File: src/qte_pkg.sv
// qte_pkg: shared widths, codes, queue item type and arctangent table
// for the quaternion to euler angle block; no dependencies
package qte_pkg;

   localparam int DATA_WIDTH_DEF   = 16;
   localparam int CORDIC_STEPS_DEF = 16;

   localparam int INT_FRAC    = 22;
   localparam int IN_W        = INT_FRAC + 2;
   localparam int PROD_W      = 2 * IN_W;
   localparam int SUM_W       = 52;
   localparam int CW          = 64;
   localparam int ACC_W       = 36;
   localparam int NORM_BIT    = 58;
   localparam int NORM_STAGES = 6;
   localparam int CORDIC_PRE  = NORM_STAGES + 2;
   localparam int S28_W       = 29;
   localparam int RAD_W       = 58;
   localparam int ROOT_W      = 29;
   localparam int SQRT_STEPS  = 29;
   localparam int SQRT_LAT    = SQRT_STEPS + 1;
   localparam int THR_W       = 15;
   localparam int THR_RESET   = 8176;
   localparam int QUEUE_DEPTH = 4;
   localparam int HALF_PI_Q30 = 1686629713;

   localparam logic [1:0] POLE_NONE  = 2'd0;
   localparam logic [1:0] POLE_NORTH = 2'd1;
   localparam logic [1:0] POLE_SOUTH = 2'd2;

   localparam logic [1:0] ATT_CALC = 2'd0;
   localparam logic [1:0] ATT_POS  = 2'd1;
   localparam logic [1:0] ATT_NEG  = 2'd2;

   localparam logic REG_POLE_THRESHOLD = 1'b0;

   typedef struct packed {
      logic [1:0]              pole;
      logic [1:0]              att;
      logic signed [SUM_W-1:0] ha_y;
      logic signed [SUM_W-1:0] ha_x;
      logic signed [SUM_W-1:0] ba_y;
      logic signed [SUM_W-1:0] ba_x;
      logic signed [S28_W-1:0] s28;
      logic [RAD_W-1:0]        sq;
   } qte_item_type;

   function automatic logic [30:0] atan_q30(input logic [4:0] idx);
      logic [30:0] v;
      case (idx)
         5'd0:  v = 31'h3243F6A8;
         5'd1:  v = 31'h1DAC6705;
         5'd2:  v = 31'h0FADBAFC;
         5'd3:  v = 31'h07F56EA6;
         5'd4:  v = 31'h03FEAB76;
         5'd5:  v = 31'h01FFD55B;
         5'd6:  v = 31'h00FFFAAA;
         5'd7:  v = 31'h007FFF55;
         5'd8:  v = 31'h003FFFEA;
         5'd9:  v = 31'h001FFFFD;
         5'd10: v = 31'h000FFFFF;
         5'd11: v = 31'h0007FFFF;
         5'd12: v = 31'h0003FFFF;
         5'd13: v = 31'h0001FFFF;
         5'd14: v = 31'h0000FFFF;
         5'd15: v = 31'h00007FFF;
         5'd16: v = 31'h00003FFF;
         5'd17: v = 31'h00001FFF;
         5'd18: v = 31'h00000FFF;
         5'd19: v = 31'h000007FF;
         5'd20: v = 31'h000003FF;
         5'd21: v = 31'h000001FF;
         5'd22: v = 31'h000000FF;
         5'd23: v = 31'h0000007F;
         5'd24: v = 31'h0000003F;
         5'd25: v = 31'h0000001F;
         5'd26: v = 31'h0000000F;
         5'd27: v = 31'h00000008;
         5'd28: v = 31'h00000004;
         5'd29: v = 31'h00000002;
         default: v = 31'h0;
      endcase
      return v;
   endfunction

endpackage

File: src/qte_queue.sv
// qte_queue: short queue of classified items between front and back
// depends on qte_pkg
module qte_queue import qte_pkg::*; (
   input  logic         clock,
   input  logic         reset,
   input  logic         push,
   input  qte_item_type push_item,
   output logic         full,
   output logic         q_valid,
   input  logic         q_ready,
   output qte_item_type q_item
);

   localparam int PW = $clog2(QUEUE_DEPTH);

   qte_item_type    mem_ff [0:QUEUE_DEPTH-1];
   logic [PW-1:0]   wr_ff, rd_ff;
   logic [PW:0]     cnt_ff, cnt_in;
   logic            pop;

   assign full    = (cnt_ff == (PW+1)'(QUEUE_DEPTH));
   assign q_valid = (cnt_ff != '0);
   assign q_item  = mem_ff[rd_ff];
   assign pop     = q_valid && q_ready;

   always_comb begin
      cnt_in = cnt_ff;
      if (push && !pop) begin
         cnt_in = cnt_ff + 1'b1;
      end else if (pop && !push) begin
         cnt_in = cnt_ff - 1'b1;
      end
   end

   always_ff @(posedge clock) begin
      if (reset) begin
         wr_ff  <= '0;
         rd_ff  <= '0;
         cnt_ff <= '0;
      end else begin
         cnt_ff <= cnt_in;
         if (push) begin
            wr_ff <= wr_ff + 1'b1;
         end
         if (pop) begin
            rd_ff <= rd_ff + 1'b1;
         end
      end
   end

   always_ff @(posedge clock) begin
      if (push) begin
         mem_ff[wr_ff] <= push_item;
      end
   end

endmodule

File: config.mk
export PLATFORM = sky130hd
export DESIGN_NAME = qte_queue
export DESIGN_NICKNAME = d
export VERILOG_FILES = /design/src/qte_pkg.sv /design/src/qte_queue.sv
export SDC_FILE = /design/constraint.sdc
export NUM_CORES = 1
export LEC_CHECK = 0
export BUFFER_PORTS_ARGS = -buffer_cell sky130_fd_sc_hd__buf_4
export CORE_UTILIZATION = 45
export DETAILED_ROUTE_END_ITERATION = 8
export HOLD_SLACK_MARGIN = 0.15
export PLACE_DENSITY = 0.65
export RECOVER_POWER = 25
export REMOVE_ABC_BUFFERS = 1
export SETUP_SLACK_MARGIN = 0.4
export SLEW_MARGIN = 10
export SYNTH_ARGS = -nofsm -noshare
export SYNTH_HDL_FRONTEND = slang
export SYNTH_SLANG_ARGS = --single-unit
File: constraint.sdc
create_clock -name clock -period 9.1 [get_ports clock]
set_input_delay 0 -clock clock [delete_from_list [all_inputs] [get_ports clock]]
set_output_delay 0 -clock clock [all_outputs]
set_load 0.02 [all_outputs]
# --- Word-level counts from Yosys, hierarchy flattened ---
# Memories as Yosys holds them, arrays and structs flattened. A register that Yosys moved wholly into a read port is not among the register bits.
# Cells that the tools add are included.
classes:
  addsub: 4
  n_eq_ne: 1
  n_mux: 6
  reduce_logical: 7
ops:
  columns: ["cell", "n"]
  rows:
  - ["2-to-1 mux 3 bit", 2]
  - ["adder 2 x 1 -> 2 bit, second input constant", 2]
  - ["2-to-1 mux 2 bit", 2]
  - ["adder 3 x 1 -> 3 bit, second input constant", 1]
  - ["equality test 3 bit, second input constant", 1]
  - ["logical AND 1 bit", 3]
  - ["nonzero test 3 bit", 1]
  - ["subtractor 3 x 1 -> 3 bit, second input constant", 1]
  - ["logical NOT 1 bit", 2]
  - ["2-to-1 mux 1 bit", 2]
  - ["nonzero test 2 bit", 1]
word_totals:
  register_bits: 7
  mem_bits_rw: 1196
  input_bits: 303
  output_inout_bits: 301
  elab_cells: 22
  n_memories: 1
memory_table:
  columns: ["memory", "depth", "word_bits", "rd", "rd_clocked_by_memory_dff", "write_ports", "line_no", "text"]
  rows:
  - ["mem_ff", 4, 299, 1, 1, 1, "qte_queue.sv:16", "qte_item_type mem_ff [0:QUEUE_DEPTH-1];"]

# --- Depth between registers and ports, before layout ---
# Gate-level depths: netlist (run 1).
depth:
  ltp_word: 5
  depth_mapped: 7
  ltp_nobuf: 7

# --- Worst setup path after synthesis (run 1) ---
# Ideal clock, no wire load.
synth_path:
  kind: "register to register"
  start: "register wr_ff[0]"
  end: "memory mem_ff[0][0] in the netlist's numbering (enable)"
  t_arrival_ps: 7307
  required_time_ps: 8403
  path_slack_ps: 1095
  stages_incl_launch_ff: 4
  period_less_slack_ps: 8005
  path_cell_list: "dfxtp_1 inv_1 ha_1 and2_1"
synth_rtl:
  columns: ["element", "line_no", "text"]
  rows:
  - ["from (decl)", "qte_queue.sv:17", "logic [PW-1:0] wr_ff, rd_ff;"]
  - ["from (signal assigned)", "qte_queue.sv:43", "wr_ff <= wr_ff + 1'b1;"]
  - ["to (decl)", "qte_queue.sv:16", null]
# Straight into the memory's write port.

==> results.md, run 1 <==
- Post-synth top area cell: edfxtp_1
- FF-to-FF path depth: 7
- Final Util: between 60% and 70%
- Final Slew Violations: 0
- Critical-path maximum fanout: between 80 and 90
- Antenna Nets Post-Route: 0
- Delay of the slowest critical-path stage: 790 ps
- Post-synthesis cell count: roughly 1600
- Critical-path top delay cell: dfxtp_4
- Clk_skew: 15.3 ps
- Starting DRC count in detailed routing: approximately 1700
- Seq/Total Area, Yosys: between 80 and 90%
- Slew margin rel.: 15.9%
- Sw Pwr: about 4.2 mW
- Post-CTS setup buffers: 0
- WHS Path Cells: 4
- Crit path to: q_item[101]
- Worst R2R Start: cnt_ff[1]
- TritonCTS Sinks: 1205
- Hold Crit Class: input port to flop
- Clk pwr share: approximately a third
- Proportion of layout cells with a drive suffix above 1: 36.7%
- Nets: ~3200
- # port buffers: roughly 600
- Final hold vios: 0
- TritonRoute pass-1 iters: 5
- Commonest cells after routing, fill and taps aside: edfxtp_1, dlygate4sd3_1, buf_4, mux4_2, clkbuf_4
- Hold_ws: roughly 220 ps
- Switching share of power: about 27%
- Sequential share of power: between 40% and 50%
- CTS clk-pin slew, worst paths: approximately 60 ps
- LEAKAGE: just over 20 nW
- Gpl congestion: around 0.76
- Synthesized area per cell: 27.1 um^2
- Fmax: ~0.27 GHz
- RSZ-0062 raised after global routing: false
- Ports: 604
- Crit share post-route: 40.8%
- Via density: approximately 5.2
- First-pass GRT wire length: 147000 um
- Initial antenna violation count: 11
- Number of global-route vias before repair: 24000
- Slew @ Worst Pin: 1260 ps
- Synth top area share: 82.5%
- FF-to-FF setup slack: around 5700 ps
- DP Area: ~0.049 mm^2
- Post-CTS Resized: 0
- H-tree depth: 3
- Synth warn: 0
- Synth area leaders: edfxtp_1, mux4_2, buf_6, dfxtp_1, buf_2
- Critical Path Sink Type: output port
- Die area: 0.0980 mm^2
- WP buf/inv: 3
- Maximum Capacitance Violations: 0
- Reg-to-Reg End: cnt_ff[2]
- Mapped cell area: roughly 0.044 mm^2
- Die span in y: around 310 um
- Power Dens Cells: roughly 260 mW/mm^2
- Clock Latency Late Sink: between 600 and 700 ps
- CTS Buf Count: between 100 and 150
- Crit. path cell count: 4
- DR vias: approximately 22000
- Die Wd: approximately 310 um
- Total grt overflow: 0
- Internal power: between 10 and 15 mW
- Placed cells: around 3400
- Drt total wl: a little under 100000 um
- DP Worst Slack: 5700 ps
- Critical Path RT: approximately 9100 ps
- Critical Path Most Common Cell: buf_4
- TritonCTS clock tree: yes
- Commonest non-fill, non-tap cell in the layout: edfxtp_1
- Setup ws final: roughly 5400 ps
- Design Area, Final: between 0.05 and 0.06 mm^2
- Flops & latches, synth: between 1000 and 1500
- Crit path kind: flop to output port
- Gr usage total: around a fifth
- # setup viols final: 0
- Initial core utilization: between 40 and 50%
- Pin count of the biggest net entering global routing: 174
- Comb pwr share: around a quarter
- Max IR drop VDD: between 200 and 250 uV
- Crit path cell chain: buf_4 -> buf_12 -> mux4_2 -> buf_4
- Crit-path leading delay family: buffers and inverters
- Drt drc: 0
- Status: completed
- Startpoint types: flop
- Area Growth Syn to Fin: 36.3%
- # rows: ~110
- Clock Path Buffers: 3
- Netlist cell types: 22
- # hold bufs at CTS: just over 600
- Worst Path Arrival: around 3700 ps
- Avg WL per Cell: between 20 and 25 um
- Final non-filler cell total: between 4000 and 5000
- Core Box Area: between 0.09 and 0.1 mm^2
- Hpwl dp: roughly 55000 um
- Post-route minimum period: roughly 3700 ps
- Root buffer cell: clkbuf_16
[cell families (layout without fill, tap and decap cells)]
logic type | after synthesis | in the layout | share of synthesized area, %
XOR/XNOR | 5 | 5 | 0.101
other | 0 | 8 | 0
adder cells (fa/ha/maj) | 6 | 6 | 0.190
buffers and inverters | 70 | 1450 | 1.09
AO/OA/AOI/OAI | 4 | 4 | 0.0603
flip-flops | 1205 | 1205 | 82.9
AND/OR/NAND/NOR | 14 | 14 | 0.164
multiplexers | 301 | 301 | 15.5
[metrics by stage]
step,TNS [ps],power (mW)
2_1_floorplan,-1258610,9.17
3_3_place_gp,0,10.3
3_5_place_dp,0,10.4
4_1_cts,0,15.4
5_1_grt,0,15.8
6_report,0,15.2
[layer usage]
metal	track usage [%]	wire (um)	vias up
met3	5.06	6810	182
met2	33.7	50200	723
met4	7.53	3250	12
li1	-	-	9604
met1	24.7	36700	11600
met5	0	77	-
[synthesized netlist by cell type, drive strengths merged]
master  instances
a21oi           1
and2            4
buf            56
clkbuf         11
dfxtp           9
edfxtp       1196
fa              1
ha              5
inv             3
mux2i           2
mux4          299
nor2            7
nor3b           1
o21ai           1
o311ai          1
o31ai           1
or3             2
xnor2           1
xor2            4
[tightest hold or removal path, stage by stage]
cell and delay [ps]:
dlygate4sd3_1 540, buf_4 160, mux2i_1 80, nor2_1 80
[how the worst min path moves through the flow]
stage / end / startpoint / slack, ps
global placement: mem_ff[1][293] / push_item[293] / 200
CTS: wr_ff[1] / push / 160
detailed placement: mem_ff[2][224] / push_item[224] / 200
finish: wr_ff[1] / push / 220
global route: wr_ff[1] / push / 220
floorplan: cnt_ff[2] / reset / 70
[layout make-up]
type	count	area, um^2
fillers	6477	36100
well taps	1265	1580
multi-input cells	330	6990
inverters	3	11.3
clock inverters	74	754
clock buffers	144	3070
diodes	8	20.0
flip-flops and latches	1205	36100
repair buffers	1229	10800
[sequential cells by signal, indices dropped and copies added, names as in the netlist, named ones only]
register  cells
mem_ff     1196
wr_ff         2
cnt_ff        3
rd_ff         2
[power by group through the flow]
stage | Combinational, mW | Sequential, mW | Clock [mW]
finish | 3.91 | 6.52 | 4.80
global route | 4.12 | 6.55 | 5.12
CTS | 3.97 | 6.52 | 4.90
detailed placement | 3.73 | 6.64 | 0
global placement | 3.71 | 6.63 | 0
floorplan | 2.24 | 6.93 | 0
Power figures use the tool's default switching activity.
==> inputs of run 2 (changes only) <==
Settings changed: PLACE_DENSITY 0.65 to 0.67.
Clock period 9.1 ns to 3.3 ns, I/O delays scaled along.
==> results.md, run 2 (synthesis gave the netlist of run 1 again) <==
- Max reg flops: around 1200
- Biggest regs: mem_ff: 1196 flops, cnt_ff: 3 flops
- Ports: a little over 600
- Status: completed
- Power Dens Cells: 706 mW/mm^2
- Design Area, Final: about 0.060 mm^2
- Startpoint types: flop
- Post-route minimum period: 2860 ps
- Commonest non-fill, non-tap cell in the layout: edfxtp_1
- Maximum Capacitance Violations: 0
- Clk_skew: between 20 and 25 ps
- First-pass GRT wire length: around 150000 um
- Gr usage total: between 20% and 30%
- Total grt overflow: 0
- Proportion of layout cells with a drive suffix above 1: 37.9%
- Switching share of power: 27.3%
- RSZ-0062 raised after global routing: false
- DR vias: about 22000
- Number of global-route vias before repair: between 20000 and 25000
- Comb pwr share: approximately a quarter
- Final non-filler cell total: about 4300
- Hold Crit Class: input port to flop
- TNS Setup: 0 ps
- Sequential share of power: 42.1%
- # rows: 113
- Root buffer cell: clkbuf_16
- Initial core utilization: between 40% and 50%
- Crit share post-route: between 80 and 90%
- Setup ws final: roughly 440 ps
- TritonCTS clock tree: yes
- Die span in y: ~310 um
- Starting DRC count in detailed routing: roughly 1500
- DP Worst Slack: 1080 ps
- Via density: 5.17
- Slew @ Worst Pin: just under 800 ps
- Max IR drop VDD: between 600 and 700 uV
- Clock Latency Late Sink: between 600 and 700 ps
- TritonRoute pass-1 iters: 5
- Drt drc: 0
- # port buffers: around 600
- Commonest cells after routing, fill and taps aside: edfxtp_1, dlygate4sd3_1, buf_4, mux4_2, clkbuf_4
- Clock Path Buffers: 3
- Final Slew Violations: 0
- Gpl congestion: 0.777
- Critical Path Sink Type: flop
- # setup viols final: 0
- TritonCTS Sinks: 1205
- Crit path kind: flop to flop
- Core Box Area: between 0.09 and 0.1 mm^2
- Placed cells: between 3000 and 4000
- LEAKAGE: just over 20 nW
- H-tree depth: 3
- Worst Path Arrival: between 3000 and 4000 ps
- Sw Pwr: about 12 mW
- CTS clk-pin slew, worst paths: about 60 ps
- Pin count of the biggest net entering global routing: just under 70
- Nets: roughly 3300
- Die area: 0.0980 mm^2
- Die Wd: approximately 310 um
- Hpwl dp: around 60000 um
- Final hold vios: 0
- Fmax: approximately 0.35 GHz
- CTS Buf Count: 117
- Avg WL per Cell: about 23 um
- Slew margin rel.: between 40% and 50%
- DP Area: slightly above 0.05 mm^2
- Initial antenna violation count: 10
- Critical-path maximum fanout: 6
- Antenna Nets Post-Route: 0
- Internal power: ~31 mW
- Most flops, register: mem_ff
- Clk pwr share: 31.4%
- Critical Path RT: between 3000 and 4000 ps
- Area Growth Syn to Fin: 38.3%
- Drt total wl: between 100000 and 150000 um
- Hold_ws: ~300 ps
-- run 2: cell types whose count changed in the layout (fill, tap and decap cells not counted), moves of 5 or more --
cell | previous run | this run
buf_12 | 7 | 39
buf_4 | 439 | 456
clkbuf_1 | 26 | 20
clkbuf_4 | 176 | 182
clkinv_2 | 19 | 24
clkinvlp_4 | 8 | 3
-- run 2: cell type report --
class,count,area [um^2]
fill,6256,35200
sequential,1205,36100
inverter,3,11.3
clock inverter,76,761
clock buffer,141,3100
antenna,11,27.5
tap,1265,1580
timing repair buffer,1284,11700
multi-input combinational,330,6990
-- run 2: worst max-delay path, cell delays in order (launching register included) --
cell and delay (ps):
dfxtp_1 390, o31ai_2 370, ha_1 300, dlygate4sd3_1 630
or3_1 390, dlygate4sd3_1 560, a21oi_1 150
-- run 2: timing repair --
item                        CTS  global route
gates resized for setup       0             1
hold endpoints to repair   1274             0
setup endpoints to repair     0             9
hold buffers                606             0
setup buffers                 0             1
-- run 2: per-layer routing --
layer	GRT usage [%]	share of wire [%]
met4	7.45	3.0
met1	24.8	37
met2	35.3	53
met3	5.21	6.7
met5	0	0.030
-- run 2: worst paths after layout --
path,depth (start not counted),endpoint,start,slack [ps]
worst min-delay path,5,rd_ff[0],q_ready,300
worst max-delay path,6,cnt_ff[2],cnt_ff[1],440
worst max register to register,6,cnt_ff[2],cnt_ff[1],440
worst min register to register,2,flop,rd_ff[1],550
-- run 2: power by group through the flow --
stage	sequential (mW)	combinational (mW)	clock, mW
finish	17.9	11.3	13.4
global route	18.0	11.8	14.2
CTS	17.9	11.3	13.6
detailed placement	18.2	10.7	0
global placement	18.2	10.6	0
floorplan	18.7	3.76	0
-- run 2: through the flow --
step | total power [mW] | util, %
after global placement | 28.8 | 52.7
after CTS | 42.8 | 63.1
after global routing | 44.0 | 63.1
after floorplan | 22.4 | -
after detailed placement | 28.9 | 52.7
final | 42.5 | 63.1
==> inputs of run 3 (changes only) <==
Settings changed: PLACE_DENSITY 0.67 to 0.65.
Clock period 3.3 ns to 3.6 ns, I/O delays scaled along.
==> results.md, run 3 (synthesis gave the netlist of run 1 again) <==
- Gpl congestion: slightly below 0.8
- Final Slew Violations: 0
- Fmax: 0.359 GHz
- Post-CTS Resized: 0
- H-tree depth: 3
- Gr usage total: 19.9%
- Die span in y: around 310 um
- Slew margin rel.: between 50% and 60%
- Antenna Nets Post-Route: 0
- TritonRoute pass-1 iters: 6
- Commonest non-fill, non-tap cell in the layout: edfxtp_1
- Crit share post-route: between 70% and 80%
- CTS Buf Count: between 100 and 150
- CTS clk-pin slew, worst paths: 60 ps
- Via density: 5.13
- Crit path kind: flop to flop
- Power Dens Cells: between 600 and 700 mW/mm^2
- Core Box Area: ~0.095 mm^2
- Most flops, register: mem_ff
- Initial core utilization: between 40% and 50%
- Clock Latency Late Sink: 700 ps
- Die Wd: around 310 um
- Critical-path maximum fanout: 6
- Nets: about 3200
- # setup viols final: 0
- Max IR drop VDD: 464 uV
- # hold bufs at CTS: between 600 and 700
- Worst R2R Start: cnt_ff[0]
- First-pass GRT wire length: 146000 um
- TritonCTS clock tree: yes
- Hold Crit Class: input port to flop
- Initial antenna violation count: 16
- Area Growth Syn to Fin: 37.0%
- Hpwl dp: just under 60000 um
- Routed length on met1: between 30000 and 40000 um
- Die area: about 0.098 mm^2
- Drt drc: 0
- Max reg flops: between 1000 and 1500
- RSZ-0062 raised after global routing: false
- Uppermost routed layer: met5
- Critical Path Sink Type: flop
- TritonCTS Sinks: 1205
- DP Area: around 0.050 mm^2
- Status: completed
- Clock Path Buffers: 3
- DR vias: roughly 22000
- Pin count of the biggest net entering global routing: 77
- Hold_ws: ~220 ps
- Root buffer cell: clkbuf_16
- Biggest regs: mem_ff: 1196 flops, cnt_ff: 3 flops
- WHS Path Cells: 2
- Number of global-route vias before repair: roughly 24000
- FILL cells: around 6400
- Commonest cells after routing, fill and taps aside: edfxtp_1, dlygate4sd3_1, buf_4, mux4_2, clkbuf_4
- FF-to-FF path depth: 8
- Drt total wl: ~97000 um
- Clk_skew: between 20 and 25 ps
- Total grt overflow: 0
- Ports: 604
- Starting DRC count in detailed routing: ~1500
- Met2 wire length: 50700 um
- Maximum Capacitance Violations: 0
- Proportion of layout cells with a drive suffix above 1: a little under two fifths
- Slew @ Worst Pin: 703 ps
- Design Area, Final: 0.0596 mm^2
- Post-CTS setup buffers: 0
- Hold Startpoint: push_item[229]
- Final hold vios: 0
- # rows: around 110
- Startpoint types: flop
- Post-route minimum period: ~2800 ps
- LEAKAGE: 20.3 nW
- Met3 wire length: approximately 6700 um
- Crit. Startpoint: cnt_ff[0]
- Avg WL per Cell: between 20 and 25 um
- Critical Path RT: 4220 ps
- # port buffers: around 600
- Worst Path Arrival: about 3400 ps
[run 3: cell types whose count changed in the layout (fill, tap and decap cells not counted), moves of 3 or more]
| cell | before | now |
|---|---|---|
| dlygate4sd3_1 | 606 | 602 |
| clkinvlp_4 | 3 | 6 |
| buf_4 | 456 | 467 |
| clkbuf_4 | 182 | 173 |
| clkbuf_1 | 20 | 23 |
| buf_12 | 39 | 19 |
| bufinv_16 | 15 | 9 |
| clkinv_1 | 29 | 24 |
[run 3: per-layer routing]
| metal | track usage [%] | vias up |
|---|---|---|
| met5 | 0 | - |
| met4 | 7.01 | 10 |
| met3 | 5.21 | 160 |
| met2 | 33.9 | 664 |
| met1 | 24.7 | 11500 |
| li1 | - | 9674 |
[run 3: final timing paths]
check | slack [ps] | to
worst max-delay path | 820 | cnt_ff[2]
worst min-delay path | 220 | mem_ff[0][229]
worst max register to register | 820 | cnt_ff[2]
worst min register to register | 560 | rd_ff[1]
[run 3: worst max-delay path, cell delays in order, from the launching register on]
cell           delay (ps)
dfxtp_1               380
o31ai_1               390
ha_1                  270
inv_1                  70
fa_1                  390
xor2_1                190
or3_1                 340
a21oi_1               150
dlygate4sd3_1         560
[run 3: metrics by stage]
step	utilization [%]	std cells	setup slack (ps)	total power, mW	setup TNS [ps]
global placement	52.3	3465	1480	26.3	0
finish	62.5	4288	817	38.3	0
CTS	62.5	4277	750	38.7	0
global route	62.5	4287	674	39.7	0
detailed placement	52.3	3465	1370	26.4	0
floorplan	-	1538	-9710	20.7	-8159530
[run 3: where the power goes]
group / internal (mW) / switching [mW] / total (mW)
sequential: 16.2 / 0.248 / 16.4
combinational: 4.89 / 5.20 / 10.1
clock: 6.78 / 4.98 / 11.8
[run 3: layout make-up]
type / count / area (um^2) / share of cell area (%)
multi-input combinational: 330 / 6990 / 11.7
tap: 1265 / 1580 / 2.65
antenna: 11 / 27.5 / 0.0461
inverter: 3 / 11.3 / 0.0189
sequential: 1205 / 36100 / 60.5
clock buffer: 142 / 3130 / 5.24
clock inverter: 68 / 584 / 0.980
timing repair buffer: 1264 / 11200 / 18.8
